<file path="src/hdl/stok_pkg.sv">
// stok_pkg: shared types, token class and operator codes for the source tokenizer
// no dependencies; used by stok_lex and source_tokenizer

package stok_pkg;

    // token classes
    localparam logic [4:0] CLS_EOF      = 5'd0;
    localparam logic [4:0] CLS_INT      = 5'd1;
    localparam logic [4:0] CLS_DEC      = 5'd2;
    localparam logic [4:0] CLS_NAME     = 5'd3;
    localparam logic [4:0] CLS_KW_DO    = 5'd4;
    localparam logic [4:0] CLS_KW_IF    = 5'd5;
    localparam logic [4:0] CLS_KW_ELSE  = 5'd6;
    localparam logic [4:0] CLS_KW_WHILE = 5'd7;
    localparam logic [4:0] CLS_KW_END   = 5'd8;
    localparam logic [4:0] CLS_KW_TRY   = 5'd9;
    localparam logic [4:0] CLS_KW_CATCH = 5'd10;
    localparam logic [4:0] CLS_STRING   = 5'd11;
    localparam logic [4:0] CLS_LPAREN   = 5'd12;
    localparam logic [4:0] CLS_RPAREN   = 5'd13;
    localparam logic [4:0] CLS_LBRACK   = 5'd14;
    localparam logic [4:0] CLS_RBRACK   = 5'd15;
    localparam logic [4:0] CLS_LBRACE   = 5'd16;
    localparam logic [4:0] CLS_RBRACE   = 5'd17;
    localparam logic [4:0] CLS_COMMA    = 5'd18;
    localparam logic [4:0] CLS_ASSIGN   = 5'd19;
    localparam logic [4:0] CLS_BINOP    = 5'd20;
    localparam logic [4:0] CLS_DOT      = 5'd21;
    localparam logic [4:0] CLS_COLON    = 5'd22;
    localparam logic [4:0] CLS_UNKNOWN  = 5'd23;

    // binary operator codes
    localparam logic [3:0] OP_NONE = 4'd0;
    localparam logic [3:0] OP_EQ   = 4'd0;
    localparam logic [3:0] OP_GE   = 4'd1;
    localparam logic [3:0] OP_GT   = 4'd2;
    localparam logic [3:0] OP_LE   = 4'd3;
    localparam logic [3:0] OP_LT   = 4'd4;
    localparam logic [3:0] OP_NE   = 4'd5;
    localparam logic [3:0] OP_ADD  = 4'd6;
    localparam logic [3:0] OP_SUB  = 4'd7;
    localparam logic [3:0] OP_MUL  = 4'd8;
    localparam logic [3:0] OP_MOD  = 4'd9;
    localparam logic [3:0] OP_DIV  = 4'd10;

    // binding strength
    localparam logic [4:0] PREC_NONE = 5'd0;
    localparam logic [4:0] PREC_CMP  = 5'd20;
    localparam logic [4:0] PREC_MUL  = 5'd15;
    localparam logic [4:0] PREC_ADD  = 5'd10;

    // keyword spellings, first letter in the lowest byte, unused bytes zero
    localparam logic [39:0] KW_DO    = 40'h00_0000_6f64;
    localparam logic [39:0] KW_IF    = 40'h00_0000_6669;
    localparam logic [39:0] KW_ELSE  = 40'h00_6573_6c65;
    localparam logic [39:0] KW_WHILE = 40'h65_6c69_6877;
    localparam logic [39:0] KW_END   = 40'h00_0064_6e65;
    localparam logic [39:0] KW_TRY   = 40'h00_0079_7274;
    localparam logic [39:0] KW_CATCH = 40'h68_6374_6163;

    // descriptive part of one token
    typedef struct packed {
        logic [4:0] cls;
        logic [3:0] op;
        logic [4:0] prec;
        logic       unterm;
    } t_tok_kind;

    function automatic t_tok_kind mk_kind(input logic [4:0] cls, input logic [3:0] op,
                                          input logic [4:0] prec, input logic unterm);
        t_tok_kind k;
        k.cls    = cls;
        k.op     = op;
        k.prec   = prec;
        k.unterm = unterm;
        return k;
    endfunction

    // class of a name of at most five letters held in the keyword buffer
    function automatic logic [4:0] kw_class(input logic [39:0] kb);
        logic [4:0] cls;
        cls = CLS_NAME;
        if (kb == KW_DO)    cls = CLS_KW_DO;
        if (kb == KW_IF)    cls = CLS_KW_IF;
        if (kb == KW_ELSE)  cls = CLS_KW_ELSE;
        if (kb == KW_WHILE) cls = CLS_KW_WHILE;
        if (kb == KW_END)   cls = CLS_KW_END;
        if (kb == KW_TRY)   cls = CLS_KW_TRY;
        if (kb == KW_CATCH) cls = CLS_KW_CATCH;
        return cls;
    endfunction

endpackage

</file>
<file path="src/hdl/source_tokenizer.sv">
// source_tokenizer: input stage, lexer step and a four-entry token queue to the output
// depends on stok_pkg and stok_lex
// a taken byte is held in the input stage; the lexer step queues its tokens for m_axis
// throughput: one byte per cycle while the queue has room; the lexer steps only while
// at most two tokens are queued, so the queue absorbs a byte that yields two tokens
// reset: synchronous, active low; empties the queue and sets line 1, offset 0, idle mode

module source_tokenizer #(
    parameter int LINE_BITS   = 16,
    parameter int OFFSET_BITS = 24,
    parameter int LENGTH_BITS = 16
) (
    input  logic                 i_clk,
    input  logic                 i_rst_n,
    // bytes in
    input  logic                 s_axis_tvalid,
    output logic                 s_axis_tready,
    input  logic [7:0]           s_axis_tdata,   // text_byte
    input  logic                 s_axis_tlast,   // end_of_text
    // tokens out
    output logic                 m_axis_tvalid,
    input  logic                 m_axis_tready,
    // operator_code, precedence, line_number, start_offset, token_length, unterminated
    output logic [((10+LINE_BITS+OFFSET_BITS+LENGTH_BITS+7)/8)*8-1:0] m_axis_tdata,
    output logic [4:0]           m_axis_tuser,   // token_class
    output logic                 m_axis_tlast    // last_of_run
);

    localparam int DATA_BITS = 10 + LINE_BITS + OFFSET_BITS + LENGTH_BITS;
    localparam int TDATA_W   = ((DATA_BITS + 7) / 8) * 8;
    localparam int QDEPTH    = 4;
    localparam int PTR_W     = $clog2(QDEPTH);
    localparam int CNT_W     = $clog2(QDEPTH + 1);

    logic                   r_in_valid;
    logic [7:0]             r_in_byte;
    logic                   r_in_eot;
    logic                   step;
    logic                   pop;

    stok_pkg::t_tok_kind    tok0_kind, tok1_kind;
    logic [OFFSET_BITS-1:0] tok0_start, tok1_start;
    logic [LENGTH_BITS-1:0] tok0_len, tok1_len;
    logic [1:0]             lex_cnt;
    logic [LINE_BITS-1:0]   lex_line;

    stok_pkg::t_tok_kind    r_q_kind  [QDEPTH];
    logic [OFFSET_BITS-1:0] r_q_start [QDEPTH];
    logic [LENGTH_BITS-1:0] r_q_len   [QDEPTH];
    logic [LINE_BITS-1:0]   r_q_line  [QDEPTH];
    logic                   r_q_last  [QDEPTH];
    logic [PTR_W-1:0]       r_wptr, r_rptr;
    logic [CNT_W-1:0]       r_cnt, n_cnt;
    logic [PTR_W-1:0]       wptr_next;
    logic [DATA_BITS-1:0]   out_data;
    stok_pkg::t_tok_kind    head_kind;

    // step when a byte is held and the queue has room for two tokens
    assign step          = r_in_valid && (r_cnt <= CNT_W'(QDEPTH - 2));
    assign s_axis_tready = !r_in_valid || step;
    assign pop           = m_axis_tvalid && m_axis_tready;

    // input stage
    always_ff @(posedge i_clk) begin
        if (!i_rst_n) begin
            r_in_valid <= 1'b0;
        end else if (s_axis_tready) begin
            r_in_valid <= s_axis_tvalid;
        end
    end

    always_ff @(posedge i_clk) begin
        if (s_axis_tvalid && s_axis_tready) begin
            r_in_byte <= s_axis_tdata;
            r_in_eot  <= s_axis_tlast;
        end
    end

    stok_lex #(
        .LINE_BITS   (LINE_BITS),
        .OFFSET_BITS (OFFSET_BITS),
        .LENGTH_BITS (LENGTH_BITS)
    ) u_lex (
        .i_clk        (i_clk),
        .i_rst_n      (i_rst_n),
        .i_step       (step),
        .i_byte       (r_in_byte),
        .i_eot        (r_in_eot),
        .o_tok0_kind  (tok0_kind),
        .o_tok0_start (tok0_start),
        .o_tok0_len   (tok0_len),
        .o_tok1_kind  (tok1_kind),
        .o_tok1_start (tok1_start),
        .o_tok1_len   (tok1_len),
        .o_cnt        (lex_cnt),
        .o_line       (lex_line)
    );

    // queue payload writes
    assign wptr_next = r_wptr + PTR_W'(1);

    always_ff @(posedge i_clk) begin
        if (step && lex_cnt != 2'd0) begin
            r_q_kind[r_wptr]  <= tok0_kind;
            r_q_start[r_wptr] <= tok0_start;
            r_q_len[r_wptr]   <= tok0_len;
            r_q_line[r_wptr]  <= lex_line;
            r_q_last[r_wptr]  <= (lex_cnt == 2'd1);
        end
        if (step && lex_cnt == 2'd2) begin
            r_q_kind[wptr_next]  <= tok1_kind;
            r_q_start[wptr_next] <= tok1_start;
            r_q_len[wptr_next]   <= tok1_len;
            r_q_line[wptr_next]  <= lex_line;
            r_q_last[wptr_next]  <= 1'b1;
        end
    end

    // queue pointers and fill count
    always_comb begin
        n_cnt = r_cnt;
        if (step) n_cnt = n_cnt + CNT_W'(lex_cnt);
        if (pop)  n_cnt = n_cnt - CNT_W'(1);
    end

    always_ff @(posedge i_clk) begin
        if (!i_rst_n) begin
            r_wptr <= '0;
            r_rptr <= '0;
            r_cnt  <= '0;
        end else begin
            if (step) r_wptr <= r_wptr + PTR_W'(lex_cnt);
            if (pop)  r_rptr <= r_rptr + PTR_W'(1);
            r_cnt <= n_cnt;
        end
    end

    // head of queue onto the output port
    assign head_kind     = r_q_kind[r_rptr];
    assign m_axis_tvalid = (r_cnt != '0);
    assign out_data      = {head_kind.unterm, r_q_len[r_rptr], r_q_start[r_rptr],
                            r_q_line[r_rptr], head_kind.prec, head_kind.op};
    assign m_axis_tdata  = TDATA_W'(out_data);
    assign m_axis_tuser  = head_kind.cls;
    assign m_axis_tlast  = r_q_last[r_rptr];

`ifndef SYNTHESIS
    // queue never overfills
    a_cnt_bound: assert property (@(posedge i_clk) disable iff (!i_rst_n)
        r_cnt <= CNT_W'(QDEPTH))
        else $error("token queue overflow");

    // the end marker always yields at least the eof token
    a_eot_emits: assert property (@(posedge i_clk) disable iff (!i_rst_n)
        (step && r_in_eot) |-> (lex_cnt != 2'd0))
        else $error("end of text produced no token");

    // after the end marker the line counter restarts
    a_eot_line: assert property (@(posedge i_clk) disable iff (!i_rst_n)
        (step && r_in_eot) |=> (lex_line == LINE_BITS'(1)))
        else $error("line counter not restarted after end of text");

    // eof is always the final token of its run
    a_eof_last: assert property (@(posedge i_clk) disable iff (!i_rst_n)
        (m_axis_tvalid && m_axis_tuser == stok_pkg::CLS_EOF) |-> m_axis_tlast)
        else $error("eof token not marked last");
`endif

endmodule

</file>
<file path="src/hdl/stok_lex.sv">
// stok_lex: lexer state registers and the per-byte step logic
// yields up to two tokens per step, in order; depends on stok_pkg

module stok_lex #(
    parameter int LINE_BITS   = 16,
    parameter int OFFSET_BITS = 24,
    parameter int LENGTH_BITS = 16
) (
    input  logic                     i_clk,
    input  logic                     i_rst_n,
    input  logic                     i_step,
    input  logic [7:0]               i_byte,
    input  logic                     i_eot,
    output stok_pkg::t_tok_kind      o_tok0_kind,
    output logic [OFFSET_BITS-1:0]   o_tok0_start,
    output logic [LENGTH_BITS-1:0]   o_tok0_len,
    output stok_pkg::t_tok_kind      o_tok1_kind,
    output logic [OFFSET_BITS-1:0]   o_tok1_start,
    output logic [LENGTH_BITS-1:0]   o_tok1_len,
    output logic [1:0]               o_cnt,
    output logic [LINE_BITS-1:0]     o_line
);

    typedef enum logic [9:0] {
        ST_IDLE  = 10'b00_0000_0001,
        ST_INT   = 10'b00_0000_0010,
        ST_DEC   = 10'b00_0000_0100,
        ST_NAME  = 10'b00_0000_1000,
        ST_STR   = 10'b00_0001_0000,
        ST_ESC   = 10'b00_0010_0000,
        ST_LCOM  = 10'b00_0100_0000,
        ST_BCOM  = 10'b00_1000_0000,
        ST_BSTAR = 10'b01_0000_0000,
        ST_OP    = 10'b10_0000_0000
    } t_mode;

    typedef enum logic [2:0] {
        PEND_NONE, PEND_EQ, PEND_GT, PEND_LT, PEND_BANG, PEND_SLASH, PEND_HASH
    } t_pend;

    t_mode                  r_mode, n_mode;
    t_pend                  r_pend, n_pend;
    logic [LINE_BITS-1:0]   r_line, n_line;
    logic [OFFSET_BITS-1:0] r_offset, n_offset;
    logic [OFFSET_BITS-1:0] r_start, n_start;
    logic [LENGTH_BITS-1:0] r_len, n_len;
    logic [39:0]            r_kb, n_kb;

    logic [LINE_BITS-1:0]   line_inc;
    logic [LENGTH_BITS-1:0] len_inc;
    logic [OFFSET_BITS-1:0] offset_inc;
    logic                   is_digit, is_alpha, is_space, is_nl;

    stok_pkg::t_tok_kind    f_kind, a_kind, b_kind;
    logic                   f_valid, a_valid, b_valid;
    logic [LENGTH_BITS-1:0] a_len, b_len;
    logic [OFFSET_BITS-1:0] b_start;
    logic                   flush_do, to_idle;

    // saturating counters
    assign line_inc   = (r_line == '1) ? r_line : r_line + LINE_BITS'(1);
    assign len_inc    = (r_len == '1) ? r_len : r_len + LENGTH_BITS'(1);
    assign offset_inc = (r_offset == '1) ? r_offset : r_offset + OFFSET_BITS'(1);

    // byte classes
    assign is_digit = i_byte inside {["0":"9"]};
    assign is_alpha = i_byte inside {["a":"z"], ["A":"Z"]};
    assign is_space = i_byte inside {[8'd9:8'd13], " "};
    assign is_nl    = (i_byte == 8'd10);

    // token that closes out the open one when a byte does not belong to it
    always_comb begin
        f_valid = 1'b0;
        f_kind  = stok_pkg::mk_kind(stok_pkg::CLS_EOF, stok_pkg::OP_NONE,
                                    stok_pkg::PREC_NONE, 1'b0);
        case (r_mode)
            ST_INT: begin
                f_valid    = 1'b1;
                f_kind.cls = stok_pkg::CLS_INT;
            end
            ST_DEC: begin
                f_valid    = 1'b1;
                f_kind.cls = stok_pkg::CLS_DEC;
            end
            ST_NAME: begin
                f_valid    = 1'b1;
                f_kind.cls = (r_len <= LENGTH_BITS'(5)) ? stok_pkg::kw_class(r_kb)
                                                        : stok_pkg::CLS_NAME;
            end
            ST_STR, ST_ESC: begin
                f_valid       = 1'b1;
                f_kind.cls    = stok_pkg::CLS_STRING;
                f_kind.unterm = 1'b1;
            end
            ST_OP: begin
                case (r_pend)
                    PEND_EQ: begin
                        f_valid    = 1'b1;
                        f_kind.cls = stok_pkg::CLS_ASSIGN;
                    end
                    PEND_GT: begin
                        f_valid = 1'b1;
                        f_kind  = stok_pkg::mk_kind(stok_pkg::CLS_BINOP, stok_pkg::OP_GT,
                                                    stok_pkg::PREC_MUL, 1'b0);
                    end
                    PEND_LT: begin
                        f_valid = 1'b1;
                        f_kind  = stok_pkg::mk_kind(stok_pkg::CLS_BINOP, stok_pkg::OP_LT,
                                                    stok_pkg::PREC_CMP, 1'b0);
                    end
                    PEND_BANG: begin
                        f_valid    = 1'b1;
                        f_kind.cls = stok_pkg::CLS_UNKNOWN;
                    end
                    PEND_SLASH: begin
                        f_valid = 1'b1;
                        f_kind  = stok_pkg::mk_kind(stok_pkg::CLS_BINOP, stok_pkg::OP_DIV,
                                                    stok_pkg::PREC_MUL, 1'b0);
                    end
                    default: f_valid = 1'b0;
                endcase
            end
            default: f_valid = 1'b0;
        endcase
    end

    // one step of the lexer: slot a is the open token, slot b a new one-byte token or eof
    always_comb begin
        n_mode   = r_mode;
        n_pend   = r_pend;
        n_line   = r_line;
        n_offset = offset_inc;
        n_start  = r_start;
        n_len    = r_len;
        n_kb     = r_kb;
        a_valid  = 1'b0;
        a_kind   = f_kind;
        a_len    = r_len;
        b_valid  = 1'b0;
        b_kind   = stok_pkg::mk_kind(stok_pkg::CLS_EOF, stok_pkg::OP_NONE,
                                     stok_pkg::PREC_NONE, 1'b0);
        b_start  = r_offset;
        b_len    = LENGTH_BITS'(1);
        flush_do = 1'b0;
        to_idle  = 1'b0;

        if (i_eot) begin
            // flush, then eof, then back to the reset state
            a_valid  = f_valid;
            b_valid  = 1'b1;
            b_len    = '0;
            n_mode   = ST_IDLE;
            n_pend   = PEND_NONE;
            n_line   = LINE_BITS'(1);
            n_offset = '0;
            n_start  = '0;
            n_len    = '0;
            n_kb     = '0;
        end else begin
            case (r_mode)
                ST_IDLE: to_idle = 1'b1;
                ST_INT: begin
                    if (is_digit) begin
                        n_len = len_inc;
                    end else if (i_byte == ".") begin
                        n_len  = len_inc;
                        n_mode = ST_DEC;
                    end else begin
                        flush_do = 1'b1;
                    end
                end
                ST_DEC: begin
                    if (is_digit) begin
                        n_len = len_inc;
                    end else begin
                        flush_do = 1'b1;
                    end
                end
                ST_NAME: begin
                    if (is_alpha) begin
                        for (int i = 0; i < 5; i++) begin
                            if (r_len == LENGTH_BITS'(i)) n_kb[8*i +: 8] = i_byte;
                        end
                        n_len = len_inc;
                    end else begin
                        flush_do = 1'b1;
                    end
                end
                ST_STR: begin
                    if (i_byte == "\"") begin
                        a_valid = 1'b1;
                        a_kind  = stok_pkg::mk_kind(stok_pkg::CLS_STRING, stok_pkg::OP_NONE,
                                                    stok_pkg::PREC_NONE, 1'b0);
                        n_mode  = ST_IDLE;
                    end else begin
                        if (i_byte == "\\") n_mode = ST_ESC;
                        if (is_nl) n_line = line_inc;
                        n_len = len_inc;
                    end
                end
                ST_ESC: begin
                    if (is_nl) n_line = line_inc;
                    n_len  = len_inc;
                    n_mode = ST_STR;
                end
                ST_LCOM: begin
                    if (is_nl) begin
                        n_line = line_inc;
                        n_mode = ST_IDLE;
                    end
                end
                ST_BCOM: begin
                    if (i_byte == "*") begin
                        n_mode = ST_BSTAR;
                    end else if (is_nl) begin
                        n_line = line_inc;
                    end
                end
                ST_BSTAR: begin
                    if (i_byte == "/") begin
                        n_mode = ST_IDLE;
                    end else if (i_byte != "*") begin
                        n_mode = ST_BCOM;
                        if (is_nl) n_line = line_inc;
                    end
                end
                ST_OP: begin
                    if (i_byte == "=" && (r_pend == PEND_EQ || r_pend == PEND_GT ||
                                          r_pend == PEND_LT || r_pend == PEND_BANG)) begin
                        // two-character comparison
                        a_valid = 1'b1;
                        a_len   = LENGTH_BITS'(2);
                        a_kind  = stok_pkg::mk_kind(stok_pkg::CLS_BINOP, stok_pkg::OP_EQ,
                                                    stok_pkg::PREC_CMP, 1'b0);
                        case (r_pend)
                            PEND_GT: a_kind.op = stok_pkg::OP_GE;
                            PEND_LT: a_kind.op = stok_pkg::OP_LE;
                            PEND_BANG: a_kind.op = stok_pkg::OP_NE;
                            default: a_kind.op = stok_pkg::OP_EQ;
                        endcase
                        n_pend = PEND_NONE;
                        n_mode = ST_IDLE;
                    end else if ((r_pend == PEND_SLASH && i_byte == "/") ||
                                 (r_pend == PEND_HASH && i_byte == "!")) begin
                        n_pend = PEND_NONE;
                        n_mode = ST_LCOM;
                    end else if (r_pend == PEND_SLASH && i_byte == "*") begin
                        n_pend = PEND_NONE;
                        n_mode = ST_BCOM;
                    end else begin
                        flush_do = 1'b1;
                    end
                end
                default: to_idle = 1'b1;
            endcase

            // open token ends here and the byte starts over in idle
            if (flush_do) begin
                a_valid = f_valid;
                a_kind  = f_kind;
                to_idle = 1'b1;
            end

            if (to_idle) begin
                n_mode = ST_IDLE;
                n_pend = PEND_NONE;
                if (is_space) begin
                    if (is_nl) n_line = line_inc;
                end else if (is_digit) begin
                    n_mode  = ST_INT;
                    n_start = r_offset;
                    n_len   = LENGTH_BITS'(1);
                end else if (is_alpha) begin
                    n_mode  = ST_NAME;
                    n_start = r_offset;
                    n_len   = LENGTH_BITS'(1);
                    n_kb    = {32'd0, i_byte};
                end else begin
                    case (i_byte)
                        "\"": begin
                            n_mode  = ST_STR;
                            n_start = r_offset;
                            n_len   = '0;
                        end
                        "=", ">", "<", "!", "/", "#": begin
                            n_mode  = ST_OP;
                            n_start = r_offset;
                            n_len   = LENGTH_BITS'(1);
                            case (i_byte)
                                "=": n_pend = PEND_EQ;
                                ">": n_pend = PEND_GT;
                                "<": n_pend = PEND_LT;
                                "!": n_pend = PEND_BANG;
                                "/": n_pend = PEND_SLASH;
                                default: n_pend = PEND_HASH;
                            endcase
                        end
                        "(": begin
                            b_valid    = 1'b1;
                            b_kind.cls = stok_pkg::CLS_LPAREN;
                        end
                        ")": begin
                            b_valid    = 1'b1;
                            b_kind.cls = stok_pkg::CLS_RPAREN;
                        end
                        "[": begin
                            b_valid    = 1'b1;
                            b_kind.cls = stok_pkg::CLS_LBRACK;
                        end
                        "]": begin
                            b_valid    = 1'b1;
                            b_kind.cls = stok_pkg::CLS_RBRACK;
                        end
                        "{": begin
                            b_valid    = 1'b1;
                            b_kind.cls = stok_pkg::CLS_LBRACE;
                        end
                        "}": begin
                            b_valid    = 1'b1;
                            b_kind.cls = stok_pkg::CLS_RBRACE;
                        end
                        ",": begin
                            b_valid    = 1'b1;
                            b_kind.cls = stok_pkg::CLS_COMMA;
                        end
                        "+": begin
                            b_valid = 1'b1;
                            b_kind  = stok_pkg::mk_kind(stok_pkg::CLS_BINOP, stok_pkg::OP_ADD,
                                                        stok_pkg::PREC_ADD, 1'b0);
                        end
                        "-": begin
                            b_valid = 1'b1;
                            b_kind  = stok_pkg::mk_kind(stok_pkg::CLS_BINOP, stok_pkg::OP_SUB,
                                                        stok_pkg::PREC_ADD, 1'b0);
                        end
                        "*": begin
                            b_valid = 1'b1;
                            b_kind  = stok_pkg::mk_kind(stok_pkg::CLS_BINOP, stok_pkg::OP_MUL,
                                                        stok_pkg::PREC_MUL, 1'b0);
                        end
                        "%": begin
                            b_valid = 1'b1;
                            b_kind  = stok_pkg::mk_kind(stok_pkg::CLS_BINOP, stok_pkg::OP_MOD,
                                                        stok_pkg::PREC_MUL, 1'b0);
                        end
                        ".": begin
                            b_valid    = 1'b1;
                            b_kind.cls = stok_pkg::CLS_DOT;
                        end
                        ":": begin
                            b_valid    = 1'b1;
                            b_kind.cls = stok_pkg::CLS_COLON;
                        end
                        default: begin
                            b_valid    = 1'b1;
                            b_kind.cls = stok_pkg::CLS_UNKNOWN;
                        end
                    endcase
                end
            end
        end
    end

    // pack the tokens of this step so the first one is always in slot zero
    always_comb begin
        if (a_valid) begin
            o_tok0_kind  = a_kind;
            o_tok0_start = r_start;
            o_tok0_len   = a_len;
            o_cnt        = b_valid ? 2'd2 : 2'd1;
        end else begin
            o_tok0_kind  = b_kind;
            o_tok0_start = b_start;
            o_tok0_len   = b_len;
            o_cnt        = b_valid ? 2'd1 : 2'd0;
        end
        o_tok1_kind  = b_kind;
        o_tok1_start = b_start;
        o_tok1_len   = b_len;
    end

    assign o_line = r_line;

    // lexer state
    always_ff @(posedge i_clk) begin
        if (!i_rst_n) begin
            r_mode   <= ST_IDLE;
            r_pend   <= PEND_NONE;
            r_line   <= LINE_BITS'(1);
            r_offset <= '0;
            r_start  <= '0;
            r_len    <= '0;
            r_kb     <= '0;
        end else if (i_step) begin
            r_mode   <= n_mode;
            r_pend   <= n_pend;
            r_line   <= n_line;
            r_offset <= n_offset;
            r_start  <= n_start;
            r_len    <= n_len;
            r_kb     <= n_kb;
        end
    end

endmodule

</file>
<file path="config.mk">
export PLATFORM = sky130hd
export DESIGN_NAME = source_tokenizer
export DESIGN_NICKNAME = d
export VERILOG_FILES = /design/src/hdl/stok_pkg.sv /design/src/hdl/source_tokenizer.sv /design/src/hdl/stok_lex.sv
export SDC_FILE = /design/constraint.sdc
export NUM_CORES = 1
export LEC_CHECK = 0
export ABC_CLOCK_PERIOD_IN_PS = 18500
export BUFFER_PORTS_ARGS = -buffer_cell sky130_fd_sc_hd__buf_2
export CAP_MARGIN = 20
export CORE_ASPECT_RATIO = 1.75
export CORE_MARGIN = 2
export CORE_UTILIZATION = 30
export DETAILED_ROUTE_END_ITERATION = 8
export PLACE_DENSITY = 0.45
export SLEW_MARGIN = 30
export SYNTH_ARGS = -nofsm -noshare
export SYNTH_HDL_FRONTEND = slang
export SYNTH_HIERARCHICAL = 1
export SYNTH_SLANG_ARGS = --single-unit
</file>
<file path="constraint.sdc">
create_clock -name i_clk -period 18.5 [get_ports i_clk]
set_input_delay 0 -clock i_clk [delete_from_list [all_inputs] [get_ports i_clk]]
set_output_delay 0 -clock i_clk [all_outputs]
set_load 0.01 [all_outputs]
</file>
# [After elaboration in Yosys (flattened, before gate mapping)]
# Memory sizes are Yosys's and may differ from the RTL's. A register that Yosys moved wholly into a read port is not among the register bits.
# Index checks and enable logic that the tools add are counted.
[word_totals] register_bits=150 mem_bits_rw=288 input_bits=13 out_inout_bits=80 wordCells=292 n_memories=5
[memory_table] name="r_q_start" words=4 width=24 read_ports=1 rd_ports_with_merged_regs=1 write_ports=2 line_no="source_tokenizer.sv:48" rtl="logic [OFFSET_BITS-1:0] r_q_start [QDEPTH];"
[memory_table] name="r_q_len" words=4 width=16 read_ports=1 rd_ports_with_merged_regs=1 write_ports=2 line_no="source_tokenizer.sv:49" rtl="logic [LENGTH_BITS-1:0] r_q_len [QDEPTH];"
[memory_table] name="r_q_line" words=4 width=16 read_ports=1 rd_ports_with_merged_regs=1 write_ports=2 line_no="source_tokenizer.sv:50" rtl="logic [LINE_BITS-1:0] r_q_line [QDEPTH];"
[memory_table] name="r_q_kind" words=4 width=15 read_ports=1 rd_ports_with_merged_regs=1 write_ports=2 line_no="source_tokenizer.sv:47" rtl="stok_pkg::t_tok_kind r_q_kind [QDEPTH];"
[memory_table] name="r_q_last" words=4 width=1 read_ports=1 rd_ports_with_merged_regs=1 write_ports=2 line_no="source_tokenizer.sv:51" rtl="logic r_q_last [QDEPTH];"
[op_classes] n_addsub=8 magnitude_cmp=10 n_eq_ne=64 muxes=150 n_reduce_logical=42
[op_table] operator="2-to-1 mux 16 bit" count=25
[op_table] operator="2-to-1 mux 40 bit" count=7
[op_table] operator="2-to-1 mux 24 bit" count=9
[op_table] operator="2-to-1 mux 10 bit" count=16
[op_table] operator="2-to-1 mux 15 bit" count=10
[op_table] operator="== test 8 x 6 -> 1 bit, second input constant" count=17
[op_table] operator="== test 40 x 15 -> 1 bit, second input constant" count=2
[op_table] operator="== test 40 x 23 -> 1 bit, second input constant" count=2
[op_table] operator="== test 40 x 39 -> 1 bit, second input constant" count=2
[op_table] operator="one-hot mux 16 bit (5 select lines)" count=1
[op_table] operator="one-hot mux 10 bit (7 select lines)" count=1
[op_table] operator="one-hot mux 16 bit (4 select lines)" count=1
[op_table] operator="one-hot mux 5 bit (11 select lines)" count=1
[op_table] operator="2-to-1 mux 3 bit" count=16
[op_table] operator="== test 40 x 31 -> 1 bit, second input constant" count=1
[op_table] operator="== test 8 x 7 -> 1 bit, second input constant" count=5
[op_table] operator="2-to-1 mux 8 bit" count=5
[op_table] operator="one-hot mux 10 bit (4 select lines)" count=1
[op_table] operator="adder 16 x 1 -> 16 bit, second input constant" count=2
[op_table] operator="== test 16 bit, second input constant" count=2
[op_table] operator="== test 16 x 2 -> 1 bit, second input constant" count=2
[op_table] operator="one-hot mux 16 bit (2 select lines)" count=1
[op_table] operator="one-hot mux 10 bit (3 select lines)" count=1
[op_table] operator="one-hot mux 15 bit (2 select lines)" count=1
[op_table] operator="69 further kinds" count=143

# [Depth between registers and ports, before layout]
[logic_depth] depth_word=18 mapped_depth=19 mapped_depth_nobuf=17

# [By module]
# The synthesis kept the hierarchy.
[by_module_without_submodules] module="source_tokenizer" instances=1 cells_per_inst=735 area_each_um2=14292.5 seq_area_each_um2=9078.7
[by_module_without_submodules] module="stok_lex" instances=1 cells_per_inst=1041 area_each_um2=8421.8 seq_area_each_um2=2662.6

# [Worst setup path after synthesis]
# OpenSTA, ideal clock, no wires.
[synth_path] path_type="register to register" start="reg r_in_byte[4]" end="mem r_q_kind[1][0] in the netlist's numbering (enable)" setup_time_ns=0.587 t_arrival_ns=7.636 t_required_ns=17.913 slack_ns=10.277 path_stages_with_launch=14 path_buffers=2 path_cell_list="edfxtp_1 > or4b_1 > buf_2 > o21ai_4 > a211oi_4 > or2_1 > buf_2 > nor2_2 > nor2_1 > a21o_1 > ha_1 > nor2_1 > a21oi_1 > nor3_1"
[synth_rtl] item="start: declaration" line_no="source_tokenizer.sv:36" rtl="logic [7:0] r_in_byte;"
[synth_rtl] item="start signal: assignment" line_no="source_tokenizer.sv:74" rtl="r_in_byte <= s_axis_tdata;"
[synth_rtl] item="end: declaration" line_no="source_tokenizer.sv:47"

==> metrics.txt <==
RR Startpoint r_in_byte[4]; PD cells 100 mW/mm2; Psw 0.747 mW; Post-Syn Instances 1776; Min-Delay Startpoint s_axis_tdata[4]; NumNets Final 1871; share of cells above drive strength 1 28.3%; GR Layer Usage met3 1.89%; first-pass GRT wire length 102 mm; Synth top area share 38.7%; final setup fails 0; Yosys cell types 108; largest net degree at the start of global routing 55; library cell with the highest instance count after synthesis edfxtp_1; Seq pwr share 44.5%; Die X 212 um; worst skew pair latency 0.58 ns; TritonCTS Sinks 440; gp weighted congestion 0.925; vias 15116; fin crit period 5.54 ns; CP max FO 45; min-delay worst type input pin to register; clock root buffer clkbuf_16; beginning of the critical path r_in_byte[4]; commonest cells in the netlist 293 x edfxtp_1, 193 x mux2_2, 147 x dfxtp_1, 106 x nand2_1, 92 x nor2_1; Wirelength per Cell 23.6 um; Core Rows 133; switching share of power 29.1%; Final period util 29.9%; Ports 93; via/cell ratio 5.23; clock buffer count from CTS 44; Pins Over Slew Limit 0; starting DRC count in detailed routing 912; Synth Flop Type edfxtp_1; die area 0.0780 mm2; synth top area cells edfxtp_1 39%, dfxtp_1 13%, mux2_2 9.6%, mux4_2 7.1%, mux2_4 2.7%; outcome complete, no violations; Final Hold Viols 0; Synth area leader edfxtp_1; area delta synth->final 12.6%; setup_tns 0 ns; Post-CTS Setup Bufs 0; Core Area 0.0751 mm2; met2 Use GR 33.6%; GRT Max-Usage Layer met2; Post-synth EDFFs 293; Antenna Cells 0; Die Y 368 um; Yosys reg bits 440; worst hold slack 0.157 ns; max_cap viols 0; M1 GR Usage 19.3%; Final Skew 0.0152 ns; fmax 181 MHz; H-tree Lvls 2; number of remaining DRC errors 0; Post-DRT Antenna Nets 0; CTS Buffer Depth 3; vias in the first global route 15740; Worst Path Arrival 5.73 ns; routed wire length 68.2 mm; RSZ-0062 raised after global routing no; clock share of power 34.1%; max_slew headroom 31.8%; Syn Std Cell Area 0.0227 mm2; Layout Utilization 34.1%; # fillers 7451; P_leak 8.68 nW; multi-input combinational cell area 0.0102 mm2; Total GRT Usage 17.5%; syn_area_per_cell 12.8 um2; Post-synth ARST share 0%; register area 0.0117 mm2; Worst Tran Pin Value 1.01 ns; Int Power 1.82 mW; Critical Path RT 18.70 ns; total grt overflow 0; HPWL after detailed placement 45.1 mm; CTS tree yes; Worst setup SP type register; first-pass detailed-route iteration total 5; VDD IR max 0.0549 mV; Setup crit end kind register; sequential cell area fraction in the yosys report 51.7%; yosys synthesis warning count 6; port bufs 86; clock transition at the registers of the reported paths 0.06 ns; initial antenna violation count 3; Initial Util 30.3%; Logic pwr share 21.4%; crit path kind register to register
power groups by stage:
stage / clock network [mW] / registers (mW) / logic (mW)
global route: 0.933 / 1.15 / 0.596
finish: 0.876 / 1.14 / 0.549
detailed placement: 0 / 1.19 / 0.540
CTS: 0.905 / 1.16 / 0.544
floorplan: 0 / 1.14 / 0.362
global placement: 0 / 1.18 / 0.535
stage by stage:
stage          instances  setup slack [ns]  power, mW  instance area [um2]
3_3_place_gp        2795             12.71       1.72                23900
4_1_cts             2891             12.92       2.61                25500
3_5_place_dp        2798             12.92       1.73                24000
5_1_grt             2893             12.73       2.68                25600
2_1_floorplan       1797             10.28       1.50                22800
6_report            2893             12.96       2.57                25600
cell usage in the layout (no fill, tap or decap), types with 12 or more instances in the layout:
cell type	count
nor4_1	25
edfxtp_1	293
dfxtp_1	145
xnor2_1	22
nor3_1	33
or3_1	19
a31oi_1	16
mux2_4	41
nor2b_1	16
buf_2	86
nand2_1	106
mux2_2	193
clkbuf_1	15
o2bb2ai_1	20
dlygate4sd3_1	12
clkbuf_16	45
nand4_1	33
a22o_1	27
inv_1	39
a21oi_1	39
xor2_1	15
buf_4	24
conb_1	23
nand3_1	50
and2_1	36
nor2_1	89
o21ai_0	51
mux4_2	72
timing repair:
action,CTS,global route
endpoints found under the hold margin,13,0
hold buffers,12,0
gates resized for setup,0,0
kinds of logic (layout without fill, tap and decap cells):
group | after synthesis | after routing | synth area share (%)
AOI/OAI and AO/OA | 280 | 280 | 9.19
xor gates and xnor gates | 37 | 37 | 1.43
adders and majority gates | 12 | 12 | 0.694
buffers and inverters | 168 | 252 | 4.22
DFF | 440 | 440 | 51.7
muxes | 321 | 321 | 20.1
other | 2 | 23 | 0.0331
and+or+nand+nor | 516 | 516 | 12.6
worst paths after layout:
check                   endpoint  slack (ns)  cells after the start
hold reg to reg   u_lex/r_kb[15]        0.46                      1
hold / removal      r_in_byte[4]        0.16                      2
setup reg to reg  r_q_len[2][14]       12.96                     14
setup / recovery  r_q_len[2][14]       12.96                     14
layout make-up:
type | instances | share of cell area (%)
Multi-Input combinational cell | 1189 | 39.7
Tap cell | 1012 | 4.95
Clock inverter | 20 | 0.646
Timing Repair Buffer | 128 | 3.44
Inverter | 43 | 0.641
Sequential cell | 440 | 45.9
Clock buffer | 61 | 4.68
routing by layer:
layer / vias up / routed length, um / share of wire (%)
li1: 6972 / - / -
met1: 7682 / 25800 / 38
met4: 0 / 2660 / 3.9
met2: 346 / 37500 / 55
met3: 116 / 2160 / 3.2
met5: - / 0 / 0
worst max-delay path, cell delays in order, from the launching register on:
cell and delay [ns]:
edfxtp_1 0.48, or4b_1 0.79, o21ai_4 0.25, a211oi_4 0.10, or2_1 0.40, nor2_2 0.45, nor2_1 0.10, a21o_1 0.20
ha_1 0.39, nand2b_1 0.25, nor3b_2 0.26, a21oi_1 0.10, nor2_4 0.43, buf_16 0.23, buf_4 0.66
registers in the layout, indices dropped and copies added (netlist names), 2 cells and up, named ones only:
signal	flops
r_cnt	3
r_in_byte	8
r_q_kind	60
r_q_last	4
r_q_len	64
r_q_line	64
r_q_start	96
r_rptr	2
r_wptr	2
u_lex/o_line	16
u_lex/o_tok1_start	24
u_lex/r_kb	40
u_lex/r_len	16
u_lex/r_mode	10
u_lex/r_pend	3
u_lex/r_start	24
No activity file was read; power rests on OpenSTA's default activity.
